### src/rtl/dcb_pkg.sv
`default_nettype none

package dcb_pkg;

   localparam int MAX_CHUNKS = 65536;
   localparam int WORD_BITS  = 64;
   localparam int MAP_WORDS  = MAX_CHUNKS / WORD_BITS;
   localparam int ADDR_W     = $clog2(MAP_WORDS);
   localparam int BIT_W      = $clog2(WORD_BITS);
   localparam int CHUNK_W    = ADDR_W + BIT_W;
   localparam int COUNT_W    = 17;
   localparam int OP_W       = 3;
   localparam int LANES      = WORD_BITS / 8;
   localparam int LANE_CNT_W = 4;
   localparam int POP_W      = $clog2(WORD_BITS + 1);

   localparam logic [COUNT_W-1:0] CHUNK_LIMIT = COUNT_W'(MAX_CHUNKS);

   localparam logic [OP_W-1:0] OP_MARK_RUN  = 3'd0;
   localparam logic [OP_W-1:0] OP_CLEAR_RUN = 3'd1;
   localparam logic [OP_W-1:0] OP_CHECK     = 3'd2;
   localparam logic [OP_W-1:0] OP_MARK_ALL  = 3'd3;
   localparam logic [OP_W-1:0] OP_CLEAR_ALL = 3'd4;

   typedef struct packed {
      logic load;
      logic walk_init;
      logic walk_issue;
      logic sweep_init;
      logic sweep_write;
      logic capture;
   } dcb_cmd_type;

   typedef struct packed {
      logic walk_needed;
      logic clear_all;
      logic walk_last;
      logic sweep_last;
      logic pipe_busy;
      logic out_free;
   } dcb_sts_type;

endpackage

`default_nettype wire

### src/rtl/dcb_ctrl.sv
`default_nettype none

module dcb_ctrl (
   input  logic                clock,
   input  logic                reset,
   input  logic                csr_valid,
   input  logic                req_valid,
   output logic                req_ready,
   input  dcb_pkg::dcb_sts_type sts,
   output dcb_pkg::dcb_cmd_type cmd
);
   import dcb_pkg::*;

   localparam logic [2:0] ST_SWEEP_CFG = 3'd0;
   localparam logic [2:0] ST_IDLE      = 3'd1;
   localparam logic [2:0] ST_DECODE    = 3'd2;
   localparam logic [2:0] ST_SWEEP_OP  = 3'd3;
   localparam logic [2:0] ST_RUN       = 3'd4;
   localparam logic [2:0] ST_DRAIN     = 3'd5;
   localparam logic [2:0] ST_READ      = 3'd6;
   localparam logic [2:0] ST_FIN       = 3'd7;

   logic [2:0] state_ff;
   logic [2:0] state_in;

   assign req_ready = (state_ff == ST_IDLE) && !csr_valid;

   always_comb begin
      state_in = state_ff;
      cmd      = '0;
      case (state_ff)
         ST_SWEEP_CFG: begin
            cmd.sweep_write = 1'b1;
            if (sts.sweep_last) state_in = ST_IDLE;
         end
         ST_IDLE: begin
            if (req_valid) begin
               cmd.load = 1'b1;
               state_in = ST_DECODE;
            end
         end
         ST_DECODE: begin
            if (sts.clear_all) begin
               cmd.sweep_init = 1'b1;
               state_in       = ST_SWEEP_OP;
            end else if (sts.walk_needed) begin
               cmd.walk_init = 1'b1;
               state_in      = ST_RUN;
            end else begin
               state_in = ST_READ;
            end
         end
         ST_SWEEP_OP: begin
            cmd.sweep_write = 1'b1;
            if (sts.sweep_last) state_in = ST_READ;
         end
         ST_RUN: begin
            cmd.walk_issue = 1'b1;
            if (sts.walk_last) state_in = ST_DRAIN;
         end
         ST_DRAIN: begin
            // Wait for the last word write and the count update to land.
            if (!sts.pipe_busy) state_in = ST_READ;
         end
         ST_READ: begin
            state_in = ST_FIN;
         end
         ST_FIN: begin
            if (sts.out_free) begin
               cmd.capture = 1'b1;
               state_in    = ST_IDLE;
            end
         end
         default: begin
            state_in = ST_IDLE;
         end
      endcase
      // A new chunk count restarts the map from clean.
      if (csr_valid) begin
         cmd            = '0;
         cmd.sweep_init = 1'b1;
         state_in       = ST_SWEEP_CFG;
      end
   end

   always_ff @(posedge clock) begin
      if (reset) begin
         state_ff <= ST_SWEEP_CFG;
      end else begin
         state_ff <= state_in;
      end
   end

endmodule

`default_nettype wire

### config.mk
export PLATFORM = sky130hd
export DESIGN_NAME = dcb_ctrl
export DESIGN_NICKNAME = d
export VERILOG_FILES = /design/src/rtl/dcb_pkg.sv /design/src/rtl/dcb_ctrl.sv
export SDC_FILE = /design/constraint.sdc
export NUM_CORES = 1
export LEC_CHECK = 0
export BUFFER_PORTS_ARGS = -buffer_cell sky130_fd_sc_hd__buf_2
export CAP_MARGIN = 20
export CORE_AREA = 2 2 39 41
export CTS_CLUSTER_DIAMETER = 80
export DETAILED_ROUTE_END_ITERATION = 16
export DIE_AREA = 0 0 41 43
export SETUP_SLACK_MARGIN = 0.1
export SLEW_MARGIN = 20
export SYNTH_ARGS = -nofsm -noshare
export SYNTH_HDL_FRONTEND = slang
export SYNTH_SLANG_ARGS = --single-unit
### constraint.sdc
create_clock -name clock -period 1.1 [get_ports clock]
set_input_delay 0.11 -clock clock [delete_from_list [all_inputs] [get_ports clock]]
set_output_delay 0.11 -clock clock [all_outputs]
set_load 0.02 [all_outputs]
# Word level (Yosys, flattened, before mapping)
# Cells that the tools add are included.
# word_totals
ff_bits,3
elab_cells,41
# op_classes
n_eq_ne,13
n_reduce_logical,6
n_mux,21
# op_table
operator,count
one-hot mux 3 bit (8 select lines),1
2-to-1 mux 3 bit,7
"== test 3 bit, second input constant",4
"inequality test 2 bit, second input constant",6
2-to-1 mux 1 bit,11
"== test 3 x 2 -> 1 bit, second input constant",2
2-to-1 mux 6 bit,1
AND reduction 6 bit,1
OR reduction 2 bit,2
"== test 3 x 1 -> 1 bit, second input constant",1
zero test 3 bit,1
2-to-1 mux 2 bit,1
logical AND 1 bit,1
zero test 1 bit,1

# Depth between registers and ports, before layout
# Gate-level depths: netlist (run 1).
# depth
depth_word,4
depth_mapped,5
depth_no_buf,4

# Least setup slack after synthesis (run 1)
# No wires, ideal clock.
# synth_timing
path_type,register -> output
start,register state_ff[2]
end,output cmd[5] in the netlist's numbering
required_time_ns,0.990
slack_ns,-0.387
arrival_time_ns,1.377
path_stages_with_launch,4
n_path_buf,1
cell_sequence,dfxtp_1 -> buf_2 -> nor3_1 -> and2_1
# synth_lines
element,line,text
from (decl),dcb_ctrl.sv:23,logic [2:0] state_ff;
from (signal assigned),dcb_ctrl.sv:90,state_ff <= state_in;
to (decl),dcb_ctrl.sv:10,output dcb_pkg::dcb_cmd_type cmd

==> report_table.html, run 1 <==
<table>
<tr><th>Metric</th><th>Value</th></tr>
<tr><th colspan="2">Detailed routing</th></tr>
<tr><td>1st-pass router iterations</td><td>4</td></tr>
<tr><td>Wire per inst</td><td>12.0 um</td></tr>
<tr><td>Count of antenna-violating nets left after detailed routing</td><td>0</td></tr>
<tr><td>Total wire length</td><td>1.20 mm</td></tr>
<tr><td>Overall via count from detail_route</td><td>471</td></tr>
<tr><td>Detailed-route DRC error count</td><td>0</td></tr>
<tr><td>DRC violation total after the first TritonRoute iteration</td><td>2</td></tr>
<tr><td>Routed vias/inst</td><td>4.71</td></tr>
<tr><th colspan="2">Cells and area</th></tr>
<tr><td>Filler cell count in the final layout</td><td>125</td></tr>
<tr><td>Fraction of layout instances using a drive strength above 1</td><td>67.9%</td></tr>
<tr><td>Post-route core utilization</td><td>53.9%</td></tr>
<tr><td>ANT cells</td><td>0</td></tr>
<tr><td>Area growth from synthesis to layout</td><td>121%</td></tr>
<tr><td>Final nets</td><td>95</td></tr>
<tr><td>Largest regs</td><td>state_ff: 3 flops</td></tr>
<tr><td>Flip-flop count of the largest register, all copies and words added</td><td>3</td></tr>
<tr><td>Largest register by flop count</td><td>state_ff</td></tr>
<tr><td>Count of non-filler cells in the finished layout</td><td>100</td></tr>
<tr><th colspan="2">Synthesis</th></tr>
<tr><td>Top-count cell post-synth</td><td>nor2_1</td></tr>
<tr><td>Mapped cell area</td><td>338 um2</td></tr>
<tr><td>Post-synthesis sequential area ratio</td><td>between 10% and 20%</td></tr>
<tr><td>Post-synthesis average cell area</td><td>7.04 um2</td></tr>
<tr><td>Async set-reset flop share out of synthesis</td><td>0%</td></tr>
<tr><td>Biggest area consumer among synthesized cells</td><td>dfxtp_1</td></tr>
<tr><td>Number of distinct standard cells referenced by the synthesized netlist</td><td>26</td></tr>
<tr><td>Number of enable flip-flop cells after synthesis</td><td>0</td></tr>
<tr><td>Number of nets in the synthesized netlist</td><td>58</td></tr>
<tr><td>Synthesis Warnings</td><td>0</td></tr>
<tr><td>Top area cells in the synthesized netlist</td><td>dfxtp_1, nor2_1, a21oi_1, nor3_1, nand2_1</td></tr>
<tr><td>Number of storage elements in the synthesis netlist</td><td>3</td></tr>
<tr><td>Synth Instances</td><td>48</td></tr>
<tr><td>Fraction of post-synthesis cell area in the top cell type by area</td><td>around 18%</td></tr>
<tr><td>Top cell types by occurrence after synthesis</td><td>nor2_1, nand2_1, a21oi_1, nor3_1</td></tr>
<tr><td>Predominant post-synthesis flop cell</td><td>dfxtp_1</td></tr>
<tr><th colspan="2">Placed design</th></tr>
<tr><td>Cell Count Post-Placement</td><td>89</td></tr>
<tr><td>Post-Place Setup Slack</td><td>-0.126 ns</td></tr>
<tr><td>Detail Placement HPWL</td><td>between 800 and 900 um</td></tr>
<tr><td>Count of input and output buffers</td><td>16</td></tr>
<tr><td>Routability Congestion</td><td>about 0.79</td></tr>
<tr><th colspan="2">Floorplan</th></tr>
<tr><td>Area inside the core boundary</td><td>1380 um2</td></tr>
<tr><td>Die X</td><td>41 um</td></tr>
<tr><td>Initial cell density of the core</td><td>24.4%</td></tr>
<tr><td>Site row count</td><td>14</td></tr>
<tr><td>Count of pins on the block boundary</td><td>17</td></tr>
<tr><td>Die Area</td><td>1760 um2</td></tr>
<tr><td>Chip Height</td><td>43 um</td></tr>
<tr><th colspan="2">Worst setup path</th></tr>
<tr><td>Type of the setup path with the least slack</td><td>reg -&gt; out</td></tr>
<tr><td>Type of origin of the critical path</td><td>register</td></tr>
<tr><td>Largest fanout on the critical path</td><td>5</td></tr>
<tr><td>Worst r2r path cells</td><td>6</td></tr>
<tr><td>CP endpoint kind</td><td>primary output</td></tr>
<tr><td>CP Data Required Time</td><td>0.99 ns</td></tr>
<tr><td>Critical path arrival</td><td>1.26 ns</td></tr>
<tr><th colspan="2">Min path</th></tr>
<tr><td>Hold-critical path depth</td><td>4</td></tr>
<tr><td>Worst Hold Class</td><td>in -&gt; reg</td></tr>
<tr><th colspan="2">Power and ir drop</th></tr>
<tr><td>Total chip power</td><td>544 uW</td></tr>
<tr><td>Power per Cell Area</td><td>729 nW/um2</td></tr>
<tr><td>Static Leak</td><td>0.000348 uW</td></tr>
<tr><td>Maximum vdd drop</td><td>0.381 mV</td></tr>
<tr><th colspan="2">Timing</th></tr>
<tr><td>Final setup violation count</td><td>10</td></tr>
<tr><td>RSZ-0062 raised after global routing</td><td>yes</td></tr>
<tr><td>Final period demand of the worst path</td><td>1.37 ns</td></tr>
<tr><td>Post-Route Skew</td><td>approximately 0.0007 ns</td></tr>
<tr><td>Min Hold Slack</td><td>between 0.1 and 0.15 ns</td></tr>
<tr><td>Worst setup margin</td><td>-0.270 ns</td></tr>
<tr><td>Number of hold violations in the final report</td><td>0</td></tr>
<tr><td>Number of max-slew violations in the final report</td><td>0</td></tr>
<tr><td>Final Cycle Share</td><td>125%</td></tr>
<tr><td>Max Freq</td><td>730 MHz</td></tr>
<tr><td>Worst slew slack as a fraction of its limit</td><td>a little over four fifths</td></tr>
<tr><td>Transition at the pin with the smallest max-transition slack</td><td>0.227 ns</td></tr>
<tr><th colspan="2">Flow run</th></tr>
<tr><td># Max-Cap Violations</td><td>0</td></tr>
<tr><th colspan="2">Outcome</th></tr>
<tr><td>Result of the run</td><td>complete, but fails checks</td></tr>
<tr><td>Failing checks</td><td>negative setup slack</td></tr>
<tr><th colspan="2">CTS</th></tr>
<tr><td>Hold Buf Count CTS</td><td>0</td></tr>
<tr><td>TritonCTS clock tree</td><td>built</td></tr>
<tr><td>CTS H-tree lvls</td><td>1</td></tr>
<tr><td>Sinks on the clock net</td><td>3</td></tr>
<tr><td>Buffer depth of the longest clock path</td><td>2</td></tr>
<tr><td>Clk root buf</td><td>clkbuf_4</td></tr>
<tr><td>Number of buffers inserted during clock tree synthesis</td><td>3</td></tr>
<tr><td>Worst-Skew Late Latency</td><td>0.24 ns</td></tr>
<tr><td>CTS clock-pin slew for the worst setup and hold paths</td><td>~0.03 ns</td></tr>
<tr><th colspan="2">Global route</th></tr>
<tr><td>Maximum number of pins on one net before global-route repair</td><td>10</td></tr>
<tr><td>First-pass GRT wire length</td><td>1.94 mm</td></tr>
<tr><td>Gr usage total</td><td>16.6%</td></tr>
<tr><td>Overall overflow remaining after global route</td><td>0</td></tr>
<tr><td>Antenna violations before repair</td><td>0</td></tr>
<tr><td>Number of global-route vias before repair</td><td>462</td></tr>
</table>
-- where the power goes --
group          total [uW]  switching [uW]  internal [uW]
logic                 231             105            126
clock network         196            60.1            136
registers             117            5.98            111
-- per-stage QoR --
step                      TNS (ns)  area [um2]
after floorplan             -0.146         382
after global placement      -0.379         564
after detailed placement    -0.437         564
after CTS                    -1.93         712
after global routing         -2.38         746
final                        -1.81         746
-- cells in the final DEF, fill, tap and decap left out, types with 2 or more instances in the layout --
cell type,netlist,layout
a21oi_1,4,3
and2_4,0,2
buf_2,1,10
buf_4,2,14
buf_6,0,10
clkbuf_4,0,3
dfxtp_4,0,3
nand2_1,5,4
nand3_1,2,2
nor2_1,6,4
nor2_4,0,2
nor3_2,0,2
o21ai_0,3,3
-- cells by family after synthesis --
family,share of synthesized area [%]
and+or+nand+nor,40.4
AOI/OAI and AO/OA,28.5
buffers and inverters,7.03
DFF,17.8
muxes,6.30
-- final timing paths --
kind | end | from | slack, ns
worst min-delay path | state_ff[0] | reset | 0.14
worst max-delay path | cmd[5] | state_ff[0] | -0.27
worst min register to register | state_ff[1] | state_ff[0] | 0.66
worst max register to register | state_ff[1] | state_ff[2] | -0.19
-- critical path: stages (launching register included) --
cell and delay (ns):
dfxtp_4 0.35, or2b_1 0.27, nor3_4 0.14, and2_4 0.16
buf_6 0.10
-- area by class of cell --
cell class	count	area, um2	share of cell area, %
multi-input cells	41	337	45.1
repair buffers	35	288	38.6
flip-flops and latches	3	71.3	9.56
clock buffers	4	26.3	3.52
well taps	16	20.0	2.68
inverters	1	3.75	0.503
-- routing by layer --
layer,global-route usage [%],share of wire [%],vias to the layer above
met5,0,0,-
met4,10.0,1.8,0
met3,4.71,3.3,3
met2,23.4,55,12
met1,21.2,39,212
li1,-,-,244
-- timing repair --
item	CTS	global route
pin swaps	6	4
endpoints found under the setup margin	10	10
gates resized for setup	20	11
setup buffers	7	0
Note: power is estimated with default switching activity, not from simulation.
==> run 2: changes to the inputs <==
- RECOVER_POWER: unset -> 25
- REMOVE_ABC_BUFFERS: unset -> 1
==> run 2 against run 1 <==
Against the previous run:
- the run still ends with negative setup slack left
- cell count increased by 1.0%
- combinational power fell by 5%
- flip-flop and latch count unchanged
- register-to-register slack hardly changed
- clock skew rose by 0.0029 ns
- worst hold slack better by 0.0052 ns
- design area decreased by 3.5%
- sequential power up 3%
- first-iteration DRC count increased by 50%
==> report_table.html, run 2 (same netlist as run 1, synthesis figures left out) <==
<table>
<tr><th>Metric</th><th>Value</th></tr>
<tr><th colspan="2">Outcome</th></tr>
<tr><td>Result of the run</td><td>complete, but fails checks</td></tr>
<tr><td>Failing checks</td><td>negative setup slack</td></tr>
<tr><th colspan="2">Cells and area</th></tr>
<tr><td>Final nets</td><td>96</td></tr>
<tr><td>Fraction of layout instances using a drive strength above 1</td><td>67.1%</td></tr>
<tr><td>Area growth from synthesis to layout</td><td>113%</td></tr>
<tr><td>Flip-flop count of the largest register, all copies and words added</td><td>3</td></tr>
<tr><td>Summed area of non-filler cells in the final layout</td><td>719 um2</td></tr>
<tr><td>Largest regs</td><td>state_ff: 3 flops</td></tr>
<tr><td>ANT cells</td><td>0</td></tr>
<tr><td>Count of non-filler cells in the finished layout</td><td>101</td></tr>
<tr><td>Post-route core utilization</td><td>approximately half</td></tr>
<tr><td>Most common cell after layout, fill and taps aside</td><td>buf_4</td></tr>
<tr><td>Largest register by flop count</td><td>state_ff</td></tr>
<tr><td>Most frequent cells in the layout</td><td>buf_4, buf_6, buf_2, nor2_1, nand2_1</td></tr>
<tr><th colspan="2">Worst setup path</th></tr>
<tr><td>List of cells traversed by the critical path</td><td>or2b_1 &gt; nor3_2 &gt; and2_1 &gt; buf_6</td></tr>
<tr><td>Critical register-to-register path endpoint</td><td>state_ff[1]</td></tr>
<tr><td>Type of the setup path with the least slack</td><td>reg -&gt; out</td></tr>
<tr><td>Type of origin of the critical path</td><td>register</td></tr>
<tr><td>Critical path's slowest cell</td><td>dfxtp_2</td></tr>
<tr><td>Highest cell delay on the worst timing path</td><td>0.35 ns</td></tr>
<tr><td>Critical Path End</td><td>cmd[5]</td></tr>
<tr><td>CP Data Required Time</td><td>0.99 ns</td></tr>
<tr><td>Reg-to-reg startpoint</td><td>state_ff[0]</td></tr>
<tr><td>Worst r2r path cells</td><td>4</td></tr>
<tr><td>Timing startpoint of the critical path</td><td>state_ff[0]</td></tr>
<tr><td>Largest fanout on the critical path</td><td>4</td></tr>
<tr><td>Slack of the worst reg-to-reg path</td><td>-0.19 ns</td></tr>
<tr><td>Critical path arrival</td><td>roughly 1.3 ns</td></tr>
<tr><td>CP endpoint kind</td><td>primary output</td></tr>
<tr><th colspan="2">Power and ir drop</th></tr>
<tr><td>Power per Cell Area</td><td>758 nW/um2</td></tr>
<tr><td>Total chip power</td><td>545 uW</td></tr>
<tr><td>Internal Pwr Total</td><td>about 370 uW</td></tr>
<tr><td>Net switching power</td><td>about 180 uW</td></tr>
<tr><td>Combinational share of power</td><td>40.2%</td></tr>
<tr><td>Static Leak</td><td>0.000343 uW</td></tr>
<tr><td>Fraction of power spent switching nets</td><td>roughly 32%</td></tr>
<tr><td>Sequential cell fraction of total power</td><td>22.2%</td></tr>
<tr><td>Maximum vdd drop</td><td>0.505 mV</td></tr>
<tr><td>Clock group share of total power</td><td>37.5%</td></tr>
<tr><th colspan="2">Timing</th></tr>
<tr><td>RSZ-0062 raised after global routing</td><td>yes</td></tr>
<tr><td>Transition at the pin with the smallest max-transition slack</td><td>0.244 ns</td></tr>
<tr><td>Worst setup margin</td><td>-0.272 ns</td></tr>
<tr><td>Post-Route Skew</td><td>0.00362 ns</td></tr>
<tr><td>Number of hold violations in the final report</td><td>0</td></tr>
<tr><td>Final Cycle Share</td><td>125%</td></tr>
<tr><td>Min Hold Slack</td><td>0.147 ns</td></tr>
<tr><td>Final setup violation count</td><td>10</td></tr>
<tr><td>Final period demand of the worst path</td><td>1.37 ns</td></tr>
<tr><td>Max Freq</td><td>729 MHz</td></tr>
<tr><td>Worst slew slack as a fraction of its limit</td><td>a little over four fifths</td></tr>
<tr><td>Number of max-slew violations in the final report</td><td>0</td></tr>
<tr><th colspan="2">Placed design</th></tr>
<tr><td>Routability Congestion</td><td>just under 0.9</td></tr>
<tr><td>Count of input and output buffers</td><td>16</td></tr>
<tr><td>Cell Count Post-Placement</td><td>87</td></tr>
<tr><td>Detail Placement HPWL</td><td>778 um</td></tr>
<tr><td>Placed instance area</td><td>between 400 and 500 um2</td></tr>
<tr><th colspan="2">CTS</th></tr>
<tr><td>TritonCTS clock tree</td><td>built</td></tr>
<tr><td>CTS H-tree lvls</td><td>1</td></tr>
<tr><td>Worst-Skew Late Latency</td><td>between 0.2 and 0.25 ns</td></tr>
<tr><td>Hold Buf Count CTS</td><td>0</td></tr>
<tr><td>Sinks on the clock net</td><td>3</td></tr>
<tr><td>Buffer depth of the longest clock path</td><td>2</td></tr>
<tr><td>Number of buffers inserted during clock tree synthesis</td><td>3</td></tr>
<tr><td>CTS clock-pin slew for the worst setup and hold paths</td><td>0.04 ns</td></tr>
<tr><td>Clk root buf</td><td>clkbuf_4</td></tr>
<tr><th colspan="2">Detailed routing</th></tr>
<tr><td>Total wire length</td><td>1.34 mm</td></tr>
<tr><td>Detailed-route DRC error count</td><td>0</td></tr>
<tr><td>Count of antenna-violating nets left after detailed routing</td><td>0</td></tr>
<tr><td>Overall via count from detail_route</td><td>498</td></tr>
<tr><td>Wire per inst</td><td>13.3 um</td></tr>
<tr><td>1st-pass router iterations</td><td>4</td></tr>
<tr><td>DRC violation total after the first TritonRoute iteration</td><td>3</td></tr>
<tr><td>Routed vias/inst</td><td>between 4 and 5</td></tr>
<tr><th colspan="2">Global route</th></tr>
<tr><td>Overall overflow remaining after global route</td><td>0</td></tr>
<tr><td>First-pass GRT wire length</td><td>1.97 mm</td></tr>
<tr><td>Antenna violations before repair</td><td>0</td></tr>
<tr><td>Gr usage total</td><td>about 17%</td></tr>
<tr><td>Maximum number of pins on one net before global-route repair</td><td>8</td></tr>
<tr><td>Number of global-route vias before repair</td><td>477</td></tr>
<tr><th colspan="2">Min path</th></tr>
<tr><td>Hold-critical path depth</td><td>4</td></tr>
<tr><td>Worst Hold Class</td><td>in -&gt; reg</td></tr>
<tr><th colspan="2">Floorplan</th></tr>
<tr><td>Count of pins on the block boundary</td><td>17</td></tr>
<tr><td>Chip Height</td><td>43 um</td></tr>
<tr><td>Die Area</td><td>1760 um2</td></tr>
<tr><td>Initial cell density of the core</td><td>24.4%</td></tr>
<tr><td>Site row count</td><td>14</td></tr>
<tr><td>Die X</td><td>41 um</td></tr>
<tr><td>Area inside the core boundary</td><td>approximately 1400 um2</td></tr>
<tr><th colspan="2">Flow run</th></tr>
<tr><td># Max-Cap Violations</td><td>0</td></tr>
</table>
-- run 2: final cells by class --
type,instances,area [um2]
fill,121,664
multi-input combinational,41,317
timing repair buffer,36,289
sequential,3,63.8
clock buffer,4,26.3
tap,16,20.0
inverter,1,3.75
-- run 2: repair_timing --
item	CTS	global route
pin swaps	9	8
setup buffers	9	3
setup endpoints to repair	10	10
endpoints found under the hold margin	0	0
gates cloned	0	0
resized for setup	26	11
-- run 2: power groups by stage --
stage,Sequential [uW],Clock (uW),Combinational [uW]
after floorplan,128,0,70.0
after global placement,120,0,145
after detailed placement,121,0,144
after CTS,121,214,199
after global routing,122,222,234
final,121,205,219
-- run 2: per-layer routing --
layer | share of wire (%) | up-vias | global-route usage, % | wire, um
met2 | 55 | 9 | 30.6 | 735
met3 | 3.4 | 5 | 6.28 | 45
met1 | 39 | 237 | 15.4 | 523
met4 | 2.7 | 0 | 8.00 | 36
li1 | - | 247 | - | -
met5 | 0 | - | 0 | 0
-- run 2: worst max-delay path, delay by kind of cell (launching register included) --
family / cells / cell delay (ns)
buffers and inverters: 1 / 0.11
DFF: 1 / 0.35
and+or+nand+nor: 3 / 0.56
-- run 2: how the worst min path moves through the flow --
stage	startpoint	to
4_1_cts	reset	state_ff[0]
3_3_place_gp	reset	state_ff[0]
6_report	reset	state_ff[0]
3_5_place_dp	reset	state_ff[0]
5_1_grt	reset	state_ff[0]
2_1_floorplan	reset	state_ff[0]
-- run 2: metrics by stage --
stage / setup TNS [ns] / worst slack, ns
global route: -2.29 / -0.354
global placement: -0.471 / -0.119
floorplan: -1.82 / -0.571
CTS: -1.65 / -0.258
finish: -1.82 / -0.272
detailed placement: -0.501 / -0.0959
==> run 3: changes to the inputs <==
- clock period: 1.1 -> 1.62 ns (I/O delays scaled with it)
==> run 3 against run 2 <==
Against the previous run:
- highest routed layer is now met3
- the flow now finishes without violations
- largest cell class unchanged
- worst hold slack improved by 0.061 ns
- critical path type unchanged
- combinational power fell by 64%
- clock-buffer cell count did not move
- worst setup slack improved by 0.43 ns
==> report_table.html, run 3 (same netlist as run 1, synthesis figures left out) <==
<table>
<tr><th>Metric</th><th>Value</th></tr>
<tr><th colspan="2">Timing</th></tr>
<tr><td>Final period demand of the worst path</td><td>between 1 and 1.5 ns</td></tr>
<tr><td>Number of max-slew violations in the final report</td><td>0</td></tr>
<tr><td>Final setup violation count</td><td>0</td></tr>
<tr><td>Max Freq</td><td>685 MHz</td></tr>
<tr><td>Worst slew slack as a fraction of its limit</td><td>79.1%</td></tr>
<tr><td>Transition at the pin with the smallest max-transition slack</td><td>0.312 ns</td></tr>
<tr><td>Number of hold violations in the final report</td><td>0</td></tr>
<tr><td>Total Negative Setup Slacks</td><td>0 ns</td></tr>
<tr><td>Post-Route Skew</td><td>0.00153 ns</td></tr>
<tr><td>Final Cycle Share</td><td>90.1%</td></tr>
<tr><td>RSZ-0062 raised after global routing</td><td>yes</td></tr>
<tr><th colspan="2">CTS</th></tr>
<tr><td>Sinks on the clock net</td><td>3</td></tr>
<tr><td>TritonCTS clock tree</td><td>built</td></tr>
<tr><td>Buffer depth of the longest clock path</td><td>2</td></tr>
<tr><td>CTS H-tree lvls</td><td>1</td></tr>
<tr><td>Clk root buf</td><td>clkbuf_4</td></tr>
<tr><td>Worst-Skew Late Latency</td><td>~0.23 ns</td></tr>
<tr><td>Number of buffers inserted during clock tree synthesis</td><td>3</td></tr>
<tr><td>CTS clock-pin slew for the worst setup and hold paths</td><td>approximately 0.030 ns</td></tr>
<tr><th colspan="2">Detailed routing</th></tr>
<tr><td>Total wire length</td><td>between 800 and 900 um</td></tr>
<tr><td>Count of antenna-violating nets left after detailed routing</td><td>0</td></tr>
<tr><td>Wire per inst</td><td>10.0 um</td></tr>
<tr><td>DRC violation total after the first TritonRoute iteration</td><td>6</td></tr>
<tr><td>Detailed-route DRC error count</td><td>0</td></tr>
<tr><td>Overall via count from detail_route</td><td>391</td></tr>
<tr><td>1st-pass router iterations</td><td>3</td></tr>
<tr><td>Routed vias/inst</td><td>4.71</td></tr>
<tr><th colspan="2">Placed design</th></tr>
<tr><td>Detail Placement HPWL</td><td>643 um</td></tr>
<tr><td>Cell Count Post-Placement</td><td>79</td></tr>
<tr><td>Routability Congestion</td><td>between 0.8 and 0.9</td></tr>
<tr><td>Count of input and output buffers</td><td>16</td></tr>
<tr><td>Placed instance area</td><td>~430 um2</td></tr>
<tr><th colspan="2">Floorplan</th></tr>
<tr><td>Initial cell density of the core</td><td>24.4%</td></tr>
<tr><td>Area inside the core boundary</td><td>1380 um2</td></tr>
<tr><td>Count of pins on the block boundary</td><td>17</td></tr>
<tr><td>Die Area</td><td>1760 um2</td></tr>
<tr><td>Chip Height</td><td>43 um</td></tr>
<tr><td>Site row count</td><td>14</td></tr>
<tr><td>Die X</td><td>41 um</td></tr>
<tr><th colspan="2">Cells and area</th></tr>
<tr><td>Largest regs</td><td>state_ff: 3 flops</td></tr>
<tr><td>Post-route core utilization</td><td>34.1%</td></tr>
<tr><td>Area growth from synthesis to layout</td><td>39.6%</td></tr>
<tr><td>Count of non-filler cells in the finished layout</td><td>83</td></tr>
<tr><td>Final nets</td><td>78</td></tr>
<tr><td>Filler cell count in the final layout</td><td>between 150 and 200</td></tr>
<tr><td>Fraction of layout instances using a drive strength above 1</td><td>44.8%</td></tr>
<tr><td>ANT cells</td><td>0</td></tr>
<tr><td>Most frequent cells in the layout</td><td>buf_2, nand2_1, nor2_1, a21oi_1</td></tr>
<tr><td>Summed area of non-filler cells in the final layout</td><td>472 um2</td></tr>
<tr><td>Largest register by flop count</td><td>state_ff</td></tr>
<tr><td>Most common cell after layout, fill and taps aside</td><td>buf_2</td></tr>
<tr><td>Flip-flop count of the largest register, all copies and words added</td><td>3</td></tr>
<tr><th colspan="2">Global route</th></tr>
<tr><td>Number of global-route vias before repair</td><td>368</td></tr>
<tr><td>Maximum number of pins on one net before global-route repair</td><td>13</td></tr>
<tr><td>First-pass GRT wire length</td><td>1.41 mm</td></tr>
<tr><td>Antenna violations before repair</td><td>0</td></tr>
<tr><td>Overall overflow remaining after global route</td><td>0</td></tr>
<tr><td>Gr usage total</td><td>approximately 11%</td></tr>
<tr><th colspan="2">Power and ir drop</th></tr>
<tr><td>Clock group share of total power</td><td>43.5%</td></tr>
<tr><td>Sequential cell fraction of total power</td><td>around 30%</td></tr>
<tr><td>Maximum vdd drop</td><td>between 0.3 and 0.4 mV</td></tr>
<tr><td>Fraction of power spent switching nets</td><td>29.9%</td></tr>
<tr><td>Internal Pwr Total</td><td>~210 uW</td></tr>
<tr><td>Total chip power</td><td>295 uW</td></tr>
<tr><td>Combinational share of power</td><td>27.1%</td></tr>
<tr><td>Static Leak</td><td>0.000222 uW</td></tr>
<tr><td>Power per Cell Area</td><td>626 nW/um2</td></tr>
<tr><td>Net switching power</td><td>roughly 88 uW</td></tr>
<tr><th colspan="2">Worst setup path</th></tr>
<tr><td>Critical Path End</td><td>cmd[5]</td></tr>
<tr><td>Critical register-to-register path endpoint</td><td>state_ff[1]</td></tr>
<tr><td>CP endpoint kind</td><td>primary output</td></tr>
<tr><td>Type of origin of the critical path</td><td>register</td></tr>
<tr><td>CP Data Required Time</td><td>1.46 ns</td></tr>
<tr><td>Largest fanout on the critical path</td><td>12</td></tr>
<tr><td>Reg-to-reg startpoint</td><td>state_ff[2]</td></tr>
<tr><td>Critical path arrival</td><td>1.30 ns</td></tr>
<tr><td>Worst r2r path cells</td><td>4</td></tr>
<tr><td>Type of the setup path with the least slack</td><td>reg -&gt; out</td></tr>
<tr><td>Timing startpoint of the critical path</td><td>state_ff[0]</td></tr>
<tr><td>Slack of the worst reg-to-reg path</td><td>0.30 ns</td></tr>
<tr><th colspan="2">Min path</th></tr>
<tr><td>Worst Hold Class</td><td>in -&gt; reg</td></tr>
<tr><td>Startpoint of the tightest hold check path</td><td>reset</td></tr>
<tr><th colspan="2">Outcome</th></tr>
<tr><td>Result of the run</td><td>complete, no violations</td></tr>
<tr><th colspan="2">Flow run</th></tr>
<tr><td># Max-Cap Violations</td><td>0</td></tr>
</table>
run 3: cell count changes in the layout (fill, tap and decap cells not counted), sizes merged:
| cell | previous run | this run |
|---|---|---|
| buf | 36 | 18 |
run 3: final cells by class:
| class | instances | area [um2] | area share [%] |
|---|---|---|---|
| multi-input cells | 41 | 262 | 55.4 |
| repair buffers | 18 | 95.1 | 20.2 |
| flip-flops and latches | 3 | 65.1 | 13.8 |
| clock buffers | 4 | 26.3 | 5.57 |
| well taps | 16 | 20.0 | 4.24 |
| inverters | 1 | 3.75 | 0.796 |
run 3: stage by stage:
step	hold WS, ns	worst slack [ns]
detailed placement	0.443	0.198
global placement	0.443	0.229
global route	0.222	0.0588
CTS	0.192	0.112
floorplan	0.333	-0.103
finish	0.208	0.161
run 3: critical path, cell delays in order, from the launching register on:
cell	delay (ns)
dfxtp_4	0.40
or2b_1	0.26
nor3_2	0.11
and2_1	0.13
buf_2	0.15
run 3: worst min path at each step:
stage | endpoint | slack [ns] | cells past startpoint
2_1_floorplan | state_ff[0] | 0.33 | 3
3_3_place_gp | state_ff[0] | 0.44 | 4
3_5_place_dp | state_ff[0] | 0.44 | 4
4_1_cts | state_ff[0] | 0.19 | 4
5_1_grt | state_ff[0] | 0.22 | 4
6_report | state_ff[0] | 0.21 | 4
run 3: layer usage:
metal | routed length (um) | share of wire, % | global-route usage [%] | up-vias
met1 | 362 | 43 | 14.1 | 175
met4 | 0 | 0 | 4.00 | 0
li1 | - | - | - | 210
met3 | 41 | 4.9 | 3.66 | 0
met5 | 0 | 0 | 0 | -
met2 | 430 | 52 | 17.2 | 6
run 3: power groups by stage:
stage / combinational [uW] / sequential [uW] / clock (uW)
finish: 79.9 / 86.9 / 128
global route: 88.5 / 88.0 / 142
CTS: 78.7 / 86.1 / 135
detailed placement: 78.5 / 87.7 / 0
global placement: 77.9 / 87.5 / 0
floorplan: 47.5 / 87.0 / 0
run 3: repair_timing:
item | CTS | global route
hold buffers | 0 | 0
endpoints found under the setup margin | 4 | 5
resized for setup | 2 | 3
setup buffers | 0 | 0
